**config.mk**
```make
export PLATFORM = sky130hd
export DESIGN_NAME = health_scored_round_robin_selector_top
export DESIGN_NICKNAME = d
export VERILOG_FILES = /design/src/hdl/hsrr_pkg.sv /design/src/hdl/hsrr_health_calc.sv /design/src/hdl/health_scored_round_robin_selector_top.sv
export VERILOG_INCLUDE_DIRS = /design/src /design/src/hdl
export SDC_FILE = /design/constraint.sdc
export NUM_CORES = 1
export LEC_CHECK = 0
export ABC_AREA = 1
export BUFFER_PORTS_ARGS = -buffer_cell sky130_fd_sc_hd__buf_2
export CAP_MARGIN = 20
export CORE_UTILIZATION = 55
export CTS_BUF_LIST = sky130_fd_sc_hd__clkbuf_16
export DETAILED_ROUTE_END_ITERATION = 10
export GPL_ROUTABILITY_DRIVEN = 0
export PLACE_DENSITY = 0.71
export SETUP_SLACK_MARGIN = 0.1
export SYNTH_ARGS = -nofsm -noshare
export SYNTH_HDL_FRONTEND = slang
export SYNTH_HIERARCHICAL = 1
export SYNTH_SLANG_ARGS = --single-unit
```
**constraint.sdc**
```tcl
create_clock -name clk -period 9.54 [get_ports clk]
set_input_delay 1.908 -clock clk [delete_from_list [all_inputs] [get_ports clk]]
set_output_delay 1.908 -clock clk [all_outputs]
set_load 0.01 [all_outputs]
```
**src/hdl/health_scored_round_robin_selector_top_macros.svh**
```systemverilog
// assertion macros for the health scored selector
`ifndef HEALTH_SCORED_ROUND_ROBIN_SELECTOR_TOP_MACROS_SVH
`define HEALTH_SCORED_ROUND_ROBIN_SELECTOR_TOP_MACROS_SVH

// condition that must hold at every clock edge out of reset
`define HSRR_ASSERT_HOLDS(label, cond, msg) \
    label: assert property (@(posedge clk) disable iff (!rst_n) (cond)) else $error(msg);

// consequence that must hold in the cycle after the antecedent
`define HSRR_ASSERT_NEXT(label, ante, cons, msg) \
    label: assert property (@(posedge clk) disable iff (!rst_n) (ante) |=> (cons)) \
        else $error(msg);

`endif

```
**src/hdl/hsrr_pkg.sv**
```systemverilog
// shared types, codes and constants of the health scored selector
package hsrr_pkg;

    localparam int MAX_ENTRIES_DEF = 8;

    localparam int HEALTH_W   = 17;
    localparam int FACTOR_W   = 16;
    localparam int FAIL_W     = 8;
    localparam int CFG_IDX_W  = 2;
    localparam int CFG_DATA_W = 17;

    localparam logic [HEALTH_W-1:0] ONE_Q16  = 17'h10000;
    localparam logic [FAIL_W-1:0]   FAIL_MAX = 8'hFF;

    // configuration register indexes
    localparam logic [CFG_IDX_W-1:0] REG_DECAY     = 2'd0;
    localparam logic [CFG_IDX_W-1:0] REG_PENALTY   = 2'd1;
    localparam logic [CFG_IDX_W-1:0] REG_FLOOR     = 2'd2;
    localparam logic [CFG_IDX_W-1:0] REG_FAIL_LIMIT = 2'd3;

    localparam logic [FACTOR_W-1:0] DECAY_RST      = 16'd58982;
    localparam logic [FACTOR_W-1:0] PENALTY_RST    = 16'd19661;
    localparam logic [HEALTH_W-1:0] FLOOR_RST      = 17'd6554;
    localparam logic [FAIL_W-1:0]   FAIL_LIMIT_RST = 8'd3;

    // item kinds
    localparam logic [2:0] KIND_SELECT  = 3'd0;
    localparam logic [2:0] KIND_SUCCESS = 3'd1;
    localparam logic [2:0] KIND_FAILURE = 3'd2;
    localparam logic [2:0] KIND_ADD     = 3'd3;
    localparam logic [2:0] KIND_REMOVE  = 3'd4;

    // error classes with their own handling
    localparam logic [2:0] ERR_RATE_LIMIT = 3'd3;
    localparam logic [2:0] ERR_AUTH       = 3'd4;

    // result status codes
    localparam logic [1:0] STATUS_OK    = 2'd0;
    localparam logic [1:0] STATUS_EMPTY = 2'd1;
    localparam logic [1:0] STATUS_FULL  = 2'd2;
    localparam logic [1:0] STATUS_RANGE = 2'd3;

    typedef struct packed {
        logic [2:0] kind;
        logic [2:0] err_class;
        logic [2:0] entry_index;
    } req_t;

    typedef struct packed {
        logic [1:0]          status;
        logic [2:0]          chosen_index;
        logic [HEALTH_W-1:0] chosen_health;
        logic                used_fallback;
        logic [3:0]          entry_count;
    } rsp_t;

    typedef struct packed {
        logic                valid;
        logic [HEALTH_W-1:0] health;
        logic [FAIL_W-1:0]   fail_run;
    } entry_t;

    function automatic rsp_t make_rsp(
        input logic [1:0]          status,
        input logic [2:0]          idx,
        input logic [HEALTH_W-1:0] health,
        input logic                fallback,
        input logic [3:0]          cnt
    );
        rsp_t r;
        r.status        = status;
        r.chosen_index  = idx;
        r.chosen_health = health;
        r.used_fallback = fallback;
        r.entry_count   = cnt;
        return r;
    endfunction

endpackage

```
**src/hdl/hsrr_health_calc.sv**
```systemverilog
// health update datapath: registered multiply, then round, shift and cap
module hsrr_health_calc
    import hsrr_pkg::*;
(
    input  logic                clk,
    input  logic                success,
    input  logic [HEALTH_W-1:0] health,
    input  logic [FACTOR_W-1:0] decay,
    input  logic [FACTOR_W-1:0] penalty,
    output logic [HEALTH_W-1:0] health_new
);

    logic [HEALTH_W-1:0]     factor;
    logic [HEALTH_W-1:0]     keep_q;
    logic [2*HEALTH_W-1:0]   prod_next;
    logic [2*HEALTH_W-1:0]   prod_reg;
    logic [2*HEALTH_W:0]     bias;
    logic [2*HEALTH_W:0]     sum;
    logic [HEALTH_W+1:0]     scaled;

    assign factor    = success ? {1'b0, decay} : (ONE_Q16 - {1'b0, penalty});
    assign prod_next = (2*HEALTH_W)'(health) * (2*HEALTH_W)'(factor);

    always_ff @(posedge clk)
    begin
        prod_reg <= prod_next;
    end

    // success pulls toward 1.0 with weight (1 - decay)
    assign keep_q = ONE_Q16 - {1'b0, decay};
    assign bias   = success ? ({2'b00, keep_q, 16'h0000} + 35'd32768) : 35'd32768;
    assign sum    = {1'b0, prod_reg} + bias;
    assign scaled = sum[2*HEALTH_W:16];

    assign health_new = (scaled > (HEALTH_W+2)'(ONE_Q16)) ? ONE_Q16 : scaled[HEALTH_W-1:0];

endmodule

```
**src/hdl/health_scored_round_robin_selector_top.sv**
```systemverilog
// health scored round-robin selector: entry table in one synchronous ram, sequenced ops
// one item at a time; result in the output register, next item taken as the fsm idles
// select: scans from the cursor until an entry above the floor is hit, else falls back to the healthiest
// success/failure: read, multiply, write back, result; add and unused kinds: straight to the result
// remove: each later entry is read and written one place down, then the last slot is cleared
// async active-low reset clears table count and cursor, loads config defaults; ram contents are not cleared
`include "health_scored_round_robin_selector_top_macros.svh"

module health_scored_round_robin_selector_top
    import hsrr_pkg::*;
#(
    parameter int MAX_ENTRIES = MAX_ENTRIES_DEF
)
(
    input  logic                  clk,
    input  logic                  rst_n,
    input  logic                  req_valid,
    output logic                  req_ready,
    input  req_t                  req,
    output logic                  rsp_valid,
    input  logic                  rsp_ready,
    output rsp_t                  rsp,
    input  logic                  cfg_we,
    input  logic [CFG_IDX_W-1:0]  cfg_index,
    input  logic [CFG_DATA_W-1:0] cfg_data
);

    localparam int IDX_W = $clog2(MAX_ENTRIES);
    localparam int CNT_W = $clog2(MAX_ENTRIES + 1);
    localparam int CMP_W = CNT_W + 3;

    localparam logic [3:0] ST_IDLE    = 4'd0;
    localparam logic [3:0] ST_SEL     = 4'd1;
    localparam logic [3:0] ST_FB      = 4'd2;
    localparam logic [3:0] ST_UPD_MUL = 4'd3;
    localparam logic [3:0] ST_UPD_WB  = 4'd4;
    localparam logic [3:0] ST_RM_RD   = 4'd5;
    localparam logic [3:0] ST_RM_WR   = 4'd6;
    localparam logic [3:0] ST_RM_END  = 4'd7;
    localparam logic [3:0] ST_RESP    = 4'd8;

    function automatic logic [IDX_W-1:0] wrap_inc(
        input logic [IDX_W-1:0] i,
        input logic [CNT_W-1:0] n
    );
        logic [CNT_W-1:0] s;
        s = CNT_W'(i) + CNT_W'(1);
        return (s == n) ? '0 : IDX_W'(s);
    endfunction

    // entry table
    entry_t              mem [MAX_ENTRIES];
    logic                mem_we;
    logic [IDX_W-1:0]    mem_waddr;
    entry_t              mem_wdata;
    logic [IDX_W-1:0]    mem_raddr;
    entry_t              mem_rdata;

    always_ff @(posedge clk)
    begin
        if (mem_we)
        begin
            mem[mem_waddr] <= mem_wdata;
        end
        mem_rdata <= mem[mem_raddr];
    end

    // control state
    logic [3:0]          state_reg, state_next;
    logic [CNT_W-1:0]    count_reg, count_next;
    logic [IDX_W-1:0]    cursor_reg, cursor_next;
    logic                rsp_valid_reg, rsp_valid_next;
    logic [FACTOR_W-1:0] decay_reg;
    logic [FACTOR_W-1:0] penalty_reg;
    logic [HEALTH_W-1:0] floor_reg;
    logic [FAIL_W-1:0]   limit_reg;

    // working registers
    req_t                op_reg, op_next;
    logic [IDX_W-1:0]    idx_reg, idx_next;
    logic [IDX_W-1:0]    scan_addr_reg, scan_addr_next;
    logic [CNT_W-1:0]    chk_reg, chk_next;
    logic [IDX_W-1:0]    best_idx_reg, best_idx_next;
    logic [HEALTH_W-1:0] best_h_reg, best_h_next;
    entry_t              ent_reg, ent_next;
    rsp_t                res_reg, res_next;
    rsp_t                rsp_reg, rsp_next;

    logic [IDX_W-1:0]    cur_eff;
    logic [IDX_W-1:0]    last_sel;
    logic [HEALTH_W-1:0] health_new;
    logic [FAIL_W-1:0]   fail_inc;
    logic                sel_hit;
    logic                sel_better;
    logic [CNT_W-1:0]    count_dec;

    assign cur_eff   = (CNT_W'(cursor_reg) < count_reg) ? cursor_reg : '0;
    assign last_sel  = (cur_eff == '0) ? IDX_W'(count_reg - CNT_W'(1)) : cur_eff - IDX_W'(1);
    assign count_dec = count_reg - CNT_W'(1);

    assign sel_hit    = mem_rdata.valid && (mem_rdata.health > floor_reg);
    assign sel_better = (mem_rdata.health > best_h_reg) ||
                        ((mem_rdata.health == best_h_reg) && (idx_reg < best_idx_reg));
    assign fail_inc   = (ent_reg.fail_run == FAIL_MAX) ? FAIL_MAX : ent_reg.fail_run + 8'd1;

    hsrr_health_calc u_calc (
        .clk        (clk),
        .success    (op_reg.kind == KIND_SUCCESS),
        .health     (mem_rdata.health),
        .decay      (decay_reg),
        .penalty    (penalty_reg),
        .health_new (health_new)
    );

    always_comb
    begin
        state_next     = state_reg;
        count_next     = count_reg;
        cursor_next    = cursor_reg;
        rsp_valid_next = rsp_valid_reg;
        rsp_next       = rsp_reg;
        op_next        = op_reg;
        idx_next       = idx_reg;
        scan_addr_next = scan_addr_reg;
        chk_next       = chk_reg;
        best_idx_next  = best_idx_reg;
        best_h_next    = best_h_reg;
        ent_next       = ent_reg;
        res_next       = res_reg;
        mem_we         = 1'b0;
        mem_waddr      = '0;
        mem_wdata      = '0;
        mem_raddr      = '0;

        if (rsp_valid_reg && rsp_ready)
        begin
            rsp_valid_next = 1'b0;
        end

        unique case (state_reg)
            ST_IDLE:
            begin
                if (req_valid)
                begin
                    op_next = req;
                    unique case (req.kind) inside
                        KIND_SELECT:
                        begin
                            if (count_reg == '0)
                            begin
                                res_next   = make_rsp(STATUS_EMPTY, 3'd0, '0, 1'b0, 4'(count_reg));
                                state_next = ST_RESP;
                            end
                            else
                            begin
                                mem_raddr      = cur_eff;
                                idx_next       = cur_eff;
                                scan_addr_next = wrap_inc(cur_eff, count_reg);
                                chk_next       = '0;
                                best_idx_next  = '0;
                                best_h_next    = '0;
                                state_next     = ST_SEL;
                            end
                        end
                        KIND_SUCCESS, KIND_FAILURE:
                        begin
                            if (count_reg == '0)
                            begin
                                res_next   = make_rsp(STATUS_EMPTY, 3'd0, '0, 1'b0, 4'(count_reg));
                                state_next = ST_RESP;
                            end
                            else
                            begin
                                mem_raddr  = last_sel;
                                idx_next   = last_sel;
                                state_next = ST_UPD_MUL;
                            end
                        end
                        KIND_ADD:
                        begin
                            if (count_reg >= CNT_W'(MAX_ENTRIES))
                            begin
                                res_next = make_rsp(STATUS_FULL, 3'd0, '0, 1'b0, 4'(count_reg));
                            end
                            else
                            begin
                                mem_we             = 1'b1;
                                mem_waddr          = IDX_W'(count_reg);
                                mem_wdata.valid    = 1'b1;
                                mem_wdata.health   = ONE_Q16;
                                mem_wdata.fail_run = '0;
                                count_next         = count_reg + CNT_W'(1);
                                res_next = make_rsp(STATUS_OK, 3'(count_reg), ONE_Q16, 1'b0,
                                                    4'(count_next));
                            end
                            state_next = ST_RESP;
                        end
                        KIND_REMOVE:
                        begin
                            if (CMP_W'(req.entry_index) >= CMP_W'(count_reg))
                            begin
                                res_next = make_rsp(STATUS_RANGE, req.entry_index, '0, 1'b0,
                                                    4'(count_reg));
                                state_next = ST_RESP;
                            end
                            else
                            begin
                                idx_next   = IDX_W'(req.entry_index);
                                state_next = ST_RM_RD;
                            end
                        end
                        default:
                        begin
                            res_next   = make_rsp(STATUS_OK, 3'd0, '0, 1'b0, 4'(count_reg));
                            state_next = ST_RESP;
                        end
                    endcase
                end
            end
            ST_SEL:
            begin
                // idx_reg names the entry whose data arrives this cycle
                mem_raddr      = scan_addr_reg;
                idx_next       = scan_addr_reg;
                scan_addr_next = wrap_inc(scan_addr_reg, count_reg);
                chk_next       = chk_reg + CNT_W'(1);
                if (sel_better)
                begin
                    best_idx_next = idx_reg;
                    best_h_next   = mem_rdata.health;
                end
                if (sel_hit)
                begin
                    cursor_next = wrap_inc(idx_reg, count_reg);
                    res_next    = make_rsp(STATUS_OK, 3'(idx_reg), mem_rdata.health, 1'b0,
                                           4'(count_reg));
                    state_next  = ST_RESP;
                end
                else if (chk_next == count_reg)
                begin
                    state_next = ST_FB;
                end
            end
            ST_FB:
            begin
                // nothing above the floor: revive the healthiest entry
                mem_we             = 1'b1;
                mem_waddr          = best_idx_reg;
                mem_wdata.valid    = 1'b1;
                mem_wdata.health   = best_h_reg;
                mem_wdata.fail_run = '0;
                cursor_next        = wrap_inc(best_idx_reg, count_reg);
                res_next   = make_rsp(STATUS_OK, 3'(best_idx_reg), best_h_reg, 1'b1,
                                      4'(count_reg));
                state_next = ST_RESP;
            end
            ST_UPD_MUL:
            begin
                ent_next   = mem_rdata;
                state_next = ST_UPD_WB;
            end
            ST_UPD_WB:
            begin
                mem_we           = 1'b1;
                mem_waddr        = idx_reg;
                mem_wdata.health = health_new;
                if (op_reg.kind == KIND_SUCCESS)
                begin
                    mem_wdata.valid    = ent_reg.valid;
                    mem_wdata.fail_run = '0;
                end
                else
                begin
                    mem_wdata.fail_run = fail_inc;
                    mem_wdata.valid    = ent_reg.valid && (fail_inc < limit_reg) &&
                                         (op_reg.err_class != ERR_AUTH);
                    if (op_reg.err_class == ERR_RATE_LIMIT)
                    begin
                        cursor_next = wrap_inc(idx_reg, count_reg);
                    end
                end
                res_next   = make_rsp(STATUS_OK, 3'(idx_reg), health_new, 1'b0, 4'(count_reg));
                state_next = ST_RESP;
            end
            ST_RM_RD:
            begin
                // close the gap one entry at a time
                if ((CNT_W'(idx_reg) + CNT_W'(1)) < count_reg)
                begin
                    mem_raddr  = idx_reg + IDX_W'(1);
                    state_next = ST_RM_WR;
                end
                else
                begin
                    state_next = ST_RM_END;
                end
            end
            ST_RM_WR:
            begin
                mem_we     = 1'b1;
                mem_waddr  = idx_reg;
                mem_wdata  = mem_rdata;
                idx_next   = idx_reg + IDX_W'(1);
                state_next = ST_RM_RD;
            end
            ST_RM_END:
            begin
                mem_we     = 1'b1;
                mem_waddr  = IDX_W'(count_dec);
                mem_wdata  = '0;
                count_next = count_dec;
                if (CNT_W'(cursor_reg) >= count_dec)
                begin
                    cursor_next = '0;
                end
                res_next   = make_rsp(STATUS_OK, op_reg.entry_index, '0, 1'b0, 4'(count_dec));
                state_next = ST_RESP;
            end
            ST_RESP:
            begin
                if (!rsp_valid_reg || rsp_ready)
                begin
                    rsp_next       = res_reg;
                    rsp_valid_next = 1'b1;
                    state_next     = ST_IDLE;
                end
            end
            default:
            begin
                state_next = ST_IDLE;
            end
        endcase
    end

    always_ff @(posedge clk or negedge rst_n)
    begin
        if (!rst_n)
        begin
            state_reg     <= ST_IDLE;
            count_reg     <= '0;
            cursor_reg    <= '0;
            rsp_valid_reg <= 1'b0;
            decay_reg     <= DECAY_RST;
            penalty_reg   <= PENALTY_RST;
            floor_reg     <= FLOOR_RST;
            limit_reg     <= FAIL_LIMIT_RST;
        end
        else
        begin
            state_reg     <= state_next;
            count_reg     <= count_next;
            cursor_reg    <= cursor_next;
            rsp_valid_reg <= rsp_valid_next;
            if (cfg_we)
            begin
                unique case (cfg_index)
                    REG_DECAY:      decay_reg   <= cfg_data[FACTOR_W-1:0];
                    REG_PENALTY:    penalty_reg <= cfg_data[FACTOR_W-1:0];
                    REG_FLOOR:      floor_reg   <= cfg_data[HEALTH_W-1:0];
                    REG_FAIL_LIMIT: limit_reg   <= cfg_data[FAIL_W-1:0];
                    default:        ;
                endcase
            end
        end
    end

    always_ff @(posedge clk)
    begin
        op_reg        <= op_next;
        idx_reg       <= idx_next;
        scan_addr_reg <= scan_addr_next;
        chk_reg       <= chk_next;
        best_idx_reg  <= best_idx_next;
        best_h_reg    <= best_h_next;
        ent_reg       <= ent_next;
        res_reg       <= res_next;
        rsp_reg       <= rsp_next;
    end

    assign req_ready = (state_reg == ST_IDLE);
    assign rsp_valid = rsp_valid_reg;
    assign rsp       = rsp_reg;

    logic cursor_ok;
    logic resp_load;
    logic resp_loaded;

    assign cursor_ok   = ((count_reg == '0) && (cursor_reg == '0)) ||
                         (CNT_W'(cursor_reg) < count_reg);
    assign resp_load   = (state_reg == ST_RESP) && (!rsp_valid_reg || rsp_ready);
    assign resp_loaded = rsp_valid_reg && (state_reg == ST_IDLE);

    `HSRR_ASSERT_HOLDS(a_count_bound, count_reg <= CNT_W'(MAX_ENTRIES), "count past depth")
    `HSRR_ASSERT_HOLDS(a_cursor_range, cursor_ok, "cursor outside table")
    `HSRR_ASSERT_NEXT(a_resp_drains, resp_load, resp_loaded, "result not loaded")

endmodule
```
-- Word level (Yosys, flattened, before mapping)
Memory sizes are Yosys's and may differ from the RTL's. A register that Yosys moved wholly into a read port is not among the register bits.
Index checks and enable logic that the tools add are counted.
- $lt $le $gt $ge: 10
- add/subtract/negate cells: 14
- reduce and logical (&&, ||, !) cells: 36
- eq/ne operators: 43
- $mul: 1
- multiplexer cells: 85
- operator list (cell ; count):
    27-bit two-way mux ; 5
    27-bit case mux with 5 select lines ; 1
    26-bit case mux with 4 select lines ; 1
    17-bit two-way mux ; 6
    3-bit two-way mux ; 28
    27-bit case mux with 3 select lines ; 1
    26-bit two-way mux ; 3
    4-bit two-way mux ; 13
    34-bit by 35-bit adder with 35-bit output ; 1
    35-bit two-way mux ; 1
    33-bit by 16-bit adder with 34-bit output (second input constant) ; 1
    17-bit > comparator ; 2
    17-bit by 17-bit multiplier with 34-bit output ; 1
    17-bit case mux with 2 select lines ; 1
    17-bit by 16-bit subtractor with 17-bit output (first input constant) ; 2
    4-bit case mux with 7 select lines ; 1
    3-bit case mux with 3 select lines ; 3
    3-bit case mux with 4 select lines ; 2
    4-bit equality test ; 5
    19-bit by 17-bit > comparator with 1-bit output (second input constant) ; 1
    2-bit != test (second input constant) ; 9
    3-bit case mux with 2 select lines ; 3
    17-bit equality test ; 1
    3-bit by 1-bit adder with 4-bit output (second input constant) ; 4
    48 further kinds ; 93
- memories kept: 1
- output and inout port bits: 29
- memory bits (writable): 208
- bits in registers: 205
- memories (name ; depth ; width ; read ports ; clocked after memory_dff ; write ports ; line ; text):
    mem ; 8 ; 26 ; 1 ; 1 ; 1 ; health_scored_round_robin_selector_top.sv:52 ; entry_t mem [MAX_ENTRIES];

-- Logic depth before layout (Yosys ltp)
- depth after elaboration: 9
- mapped depth: 34

-- Hierarchy
Netlist, hierarchy kept.
- modules (own cells, without submodules) (module ; instances ; area each (um2) ; cells each ; seq. area each (um2)):
    health_scored_round_robin_selector_top ; 1 ; 19204.7 ; 1997 ; 11588.6
    hsrr_health_calc ; 1 ; 11900.2 ; 1670 ; 380.4

-- Worst setup path after synthesis
OpenSTA, ideal clock, no wires.
- kind: register to register
- from: register penalty_reg[0]
- to: register u_calc.prod_reg[30]
- arrival: 6062 ps
- setup time: 112 ps
- setup slack: 3366 ps
- data required time: 9428 ps
- clock period less this slack: 6174 ps
- cell stages (with the launch flop): 31
- cell sequence: dfstp_2 inv_1 ha_1 nand3_1 nor2_2 nand3_2 a21oi_1 o21ai_0 o21ai_1 clkbuf_1 nand2_1 fa_1 inv_1 fa_1 inv_1 fa_1 inv_1 fa_1 fa_1 inv_1 fa_1 inv_1 ha_1 a21oi_1 o21ai_0 a21oi_1 nor2_1 a211oi_1 nand2_1 nand2_1 nand2_1
- cells in the longest elaborated chain, start to end: 3
- ends and longest elaborated chain (item ; line ; text):
    from (decl) ; health_scored_round_robin_selector_top.sv:74 ; logic [FACTOR_W-1:0] penalty_reg;
    from (signal assigned) ; health_scored_round_robin_selector_top.sv:358 ; REG_PENALTY: penalty_reg <= cfg_data[FACTOR_W-1:0];
    17-bit by 16-bit subtractor with 17-bit output ; hsrr_health_calc.sv:21 ; assign factor = success ? {1'b0, decay} : (ONE_Q16 - {1'b0, penalty});
    17-bit two-way mux ; hsrr_health_calc.sv:21 ;
    17-bit by 17-bit multiplier with 34-bit output ; hsrr_health_calc.sv:22 ; assign prod_next = (2*HEALTH_W)'(health) * (2*HEALTH_W)'(factor);
    named net u_calc.prod_next[30] ; hsrr_health_calc.sv:15 ; logic [2*HEALTH_W-1:0] prod_next;
    to (signal assigned) ; hsrr_health_calc.sv:26 ; prod_reg <= prod_next;
    to (decl) ; hsrr_health_calc.sv:16 ; logic [2*HEALTH_W-1:0] prod_reg;
The timed path passes the listed nets, and every way through them passes these cells.
A chain may end at the register's enable or synchronous reset.

-- Worst setup path in the final report
- from: register op_reg[7] (netlist bit)
- to: register u_calc.prod_reg[33]
- cells in the longest elaborated chain, start to end: 3
- ends and longest elaborated chain (item ; line ; text):
    from (decl) ; health_scored_round_robin_selector_top.sv:79 ; req_t op_reg, op_next;
    from (signal assigned) ; health_scored_round_robin_selector_top.sv:369 ; op_reg <= op_next;
    3-bit by 1-bit equality test with 1-bit output ; health_scored_round_robin_selector_top.sv:108 ; .success (op_reg.kind == KIND_SUCCESS),
    17-bit two-way mux ; hsrr_health_calc.sv:21 ;
    17-bit by 17-bit multiplier with 34-bit output ; hsrr_health_calc.sv:22 ;
    named net u_calc.prod_next[33] ; hsrr_health_calc.sv:15 ;
The timed path passes the listed nets, and every way through them passes these cells.

==> metrics list <==
- After clock tree synthesis, the repair step resized 0 gates.
- Wire length of the first global-routing pass: 129000 um
- Largest fanout on the critical path: 29
- Number of sinks driven by the clock tree: 424
* Number of synthesized register bits: 424
* Number of nets in the finished design: roughly 4100
- The worst hold path was traced through 0 stages.
* Via Count: 24700
- Post-CTS Setup Inserts: 0
- For this configuration, the core starts out at a cell density of 56.0%.
- Antenna violations before repair: 0
- Synthesis handed over a netlist of about 3700 instances.
- The most critical setup path has its startpoint at op_reg[7].
- Die extent in x: between 200 and 250 um
- The number of antenna diodes in the final layout is 0.
- The layer flagged by global routing as most heavily used is met2.
- The run finished with clean final reports.
- TritonCTS clock tree: done
* Critical path start-end classification: reg2reg
* Met1 usage in global routing: ~41%
* Area of the die: approximately 58000 sq um
- Worst Max-Slew Pin Slew: roughly 1.2 ns
* Number of synthesis warnings: 6
- In this run the standard cell core region covers roughly 56000 sq um.
- Post-DP HPWL: 61500 um
- In the final routed layout, each cell accounts on average for 18.9 um.
* Die outline height: between 200 and 250 um
* Crit share post-route: 76.4%
- The path with the worst hold slack has its endpoint at rsp[26].
* Count of cells along the worst register-to-register path: 26
- In the routed design, unresolved DRC markers number 0.
* Average cell area after synthesis: approximately 8.5 sq um
* Met3 track utilization from global routing: 8.33%
- Data arrives at the worst endpoint at 7.82 ns.
- After synthesis, the share of flip-flops with an asynchronous set or reset is 16.3%.
- Across all hold checks on the routed design, the worst slack comes to 0.417 ns.
* Min-Delay Startpoint: res_reg[26]
- Port-buffer cells: 61
- Summed over all layers, the global routing overflow is 0.
* Post-Syn Area: 31100 sq um
- STA classifies the critical path startpoint as a flip-flop.
- Setup tns final: 0 ns
- Using the TritonRoute via totals, the vias-per-cell ratio works out to about 5.5.
- CTS built an H-tree with a depth of 2.
- Met2 routing resource usage after global routing: between 40% and 50%
- Clock Tree Buf Depth: 3
- Cell with the largest stage delay on the worst path: sky130_fd_sc_hd__o21ai_2
- Synthesis produced a netlist with a net count of 4115.
- Startpoint of the worst register-to-register path: op_reg[7]
- For this run, the slowest stage of the critical path takes 0.63 ns.
* 1st-pass router iterations: 6
- In the synthesized netlist the dominant register cell turns out to be sky130_fd_sc_hd__edfxtp_1.
* Area post-placement: 32200 sq um
* TritonCTS buffer count: 47
- After routing the design area is 33800 sq um.
* Pins Over Slew Limit: 0
- Worst hold-check path type: reg2reg
- Worst reg2reg endpoint: u_calc/prod_reg[33]
* Maximum number of pins on one net before global-route repair: 92
- Setup repair after global routing missed its margin: no
- The worst pin sits at a relative slew slack of 21.5%.
- Number of enable flip-flop cells after synthesis: 310
- Cells with a size suffix above 1 make up 6.84% of the layout.
- The number of global-route vias before repair is 22900.
- For this run, the total global-route usage over all layers was measured as 29.9%.
* MaxCap Viol Count: 0
- The worst setup path is captured at a flip-flop.
- The synthesized netlist contains 61 unique library cells.
- Setup slack closes at roughly 2.3 ns.
* Hold_buf cts: 0
* Worst-case register-to-register setup slack: approximately 2.3 ns
- CTS Root Cell: sky130_fd_sc_hd__clkbuf_16
- Sequential share of the synthesized area: 38.5%
* Routed Antenna Nets: 0
- Clock latency reported for the late side of the worst-skew pair: around 0.6 ns
- Clock-pin slew on the worst setup and hold paths: 0.06 ns
- Area grow syn2layout: 8.74%
- DR iter-0 viols: roughly 2600
* Setup violations, final: 0
* Top achievable clock speed: approximately 0.14 GHz
- Total wire length: 84800 um
- Data on the critical path is required at its endpoint by 10.07 ns.
* Number of flip-flops under the largest register name: 208
- The worst path needs about 7.3 ns of the cycle, external delays included.
* Number of standard-cell rows in the floorplan: 86
- Final-report hold violation count: 0
- Clock skew: 0.0232 ns
- Prior to clock tree synthesis, the placed netlist has a worst setup slack of approximately 2.3 ns.
- Number of ports placed on the die boundary: between 60 and 70
[metal layers]
layer	share of wire, %	wire length [um]
met5	0	0
met4	4.8	4030
met3	11	9700
met2	43	36500
met1	41	34600
[cell families after synthesis]
logic type	after synthesis	synth area share, %
flops	424	38.5
fa+ha+maj	415	22.1
compound gates	367	6.58
simple gates	1499	20.3
buf+inv	921	11.4
xor+xnor	41	1.15
[cells in the mapped netlist (all sizes together), types with 11 or more instances]
master	n	area, sq um
nand2	824	3130
inv	803	3010
edfxtp	310	9310
nor2	304	1190
nand3	299	1530
fa	223	4460
o21ai	201	1020
ha	192	2400
a21oi	106	542
clkbuf	57	214
buf	52	292
dfxtp	45	901
dfrtp	43	1080
nor3	29	156
dfstp	26	683
xor2	24	210
nand4	19	119
xnor2	17	149
a211oi	11	82.6
[critical path: cells and delay by family (launching register included)]
kind / cells / cell delay (ns)
AO/OA/AOI/OAI: 2 / 1.08
XOR/XNOR: 1 / 0.11
adder cells (fa/ha/maj): 7 / 3.18
flip-flops: 1 / 0.38
buffers and inverters: 7 / 1.29
AND/OR/NAND/NOR: 9 / 1.17
[placed cells by master (no fill, tap or decap), types with 4 or more instances in the layout]
cell                        count
sky130_fd_sc_hd__nand2_1      815
sky130_fd_sc_hd__inv_1        800
sky130_fd_sc_hd__edfxtp_1     310
sky130_fd_sc_hd__nand3_1      292
sky130_fd_sc_hd__nor2_1       283
sky130_fd_sc_hd__fa_1         223
sky130_fd_sc_hd__o21ai_0      196
sky130_fd_sc_hd__ha_1         192
sky130_fd_sc_hd__a21oi_1      103
sky130_fd_sc_hd__buf_2         62
sky130_fd_sc_hd__clkbuf_16     48
sky130_fd_sc_hd__dfxtp_1       45
sky130_fd_sc_hd__dfrtp_1       43
sky130_fd_sc_hd__buf_4         30
sky130_fd_sc_hd__nor3_1        27
sky130_fd_sc_hd__dfstp_2       26
sky130_fd_sc_hd__xor2_1        24
sky130_fd_sc_hd__nand4_1       19
sky130_fd_sc_hd__clkinv_1      18
sky130_fd_sc_hd__xnor2_1       17
sky130_fd_sc_hd__nor2_4        12
sky130_fd_sc_hd__a211oi_1      11
sky130_fd_sc_hd__inv_2          9
sky130_fd_sc_hd__nor2_2         8
sky130_fd_sc_hd__clkinv_2       8
sky130_fd_sc_hd__nand3b_1       8
sky130_fd_sc_hd__o211ai_1       6
sky130_fd_sc_hd__nand3_2        6
sky130_fd_sc_hd__nor4_1         6
sky130_fd_sc_hd__bufinv_16      6
sky130_fd_sc_hd__nand2_2        5
sky130_fd_sc_hd__a22o_1         5
sky130_fd_sc_hd__o22ai_1        5
sky130_fd_sc_hd__o2111ai_1      5
sky130_fd_sc_hd__nand2_4        4
sky130_fd_sc_hd__o21a_1         4
sky130_fd_sc_hd__or2_2          4
sky130_fd_sc_hd__a21o_1         4
[layout make-up]
type	count	area, sq um
Clock buffer	48	1200
Multi-Input combinational cell	2322	15700
Inverter	812	3050
Tap cell	748	936
Fill cell	4795	21700
Sequential cell	424	12000
Timing Repair Buffer	94	571
Clock inverter	40	407
[worst max-delay path by stage]
stage	endpoint	slack [ns]	depth (start not counted)
floorplan	u_calc/prod_reg[30]	3.37	30
global placement	u_calc/prod_reg[25]	2.55	25
detailed placement	u_calc/prod_reg[25]	2.35	25
CTS	u_calc/prod_reg[33]	2.35	26
global route	u_calc/prod_reg[33]	1.90	27
finish	u_calc/prod_reg[33]	2.25	26
[through the flow]
stage,util (%),cells
3_5_place_dp,58.0,4398
4_1_cts,60.9,4486
2_1_floorplan,-,3667
6_report,60.9,4488
5_1_grt,60.9,4488
3_3_place_gp,58.0,4397
Power is left out: the tool's default activity adds up to more than one toggle a clock period on the data nets, which glitch-free logic cannot reach.
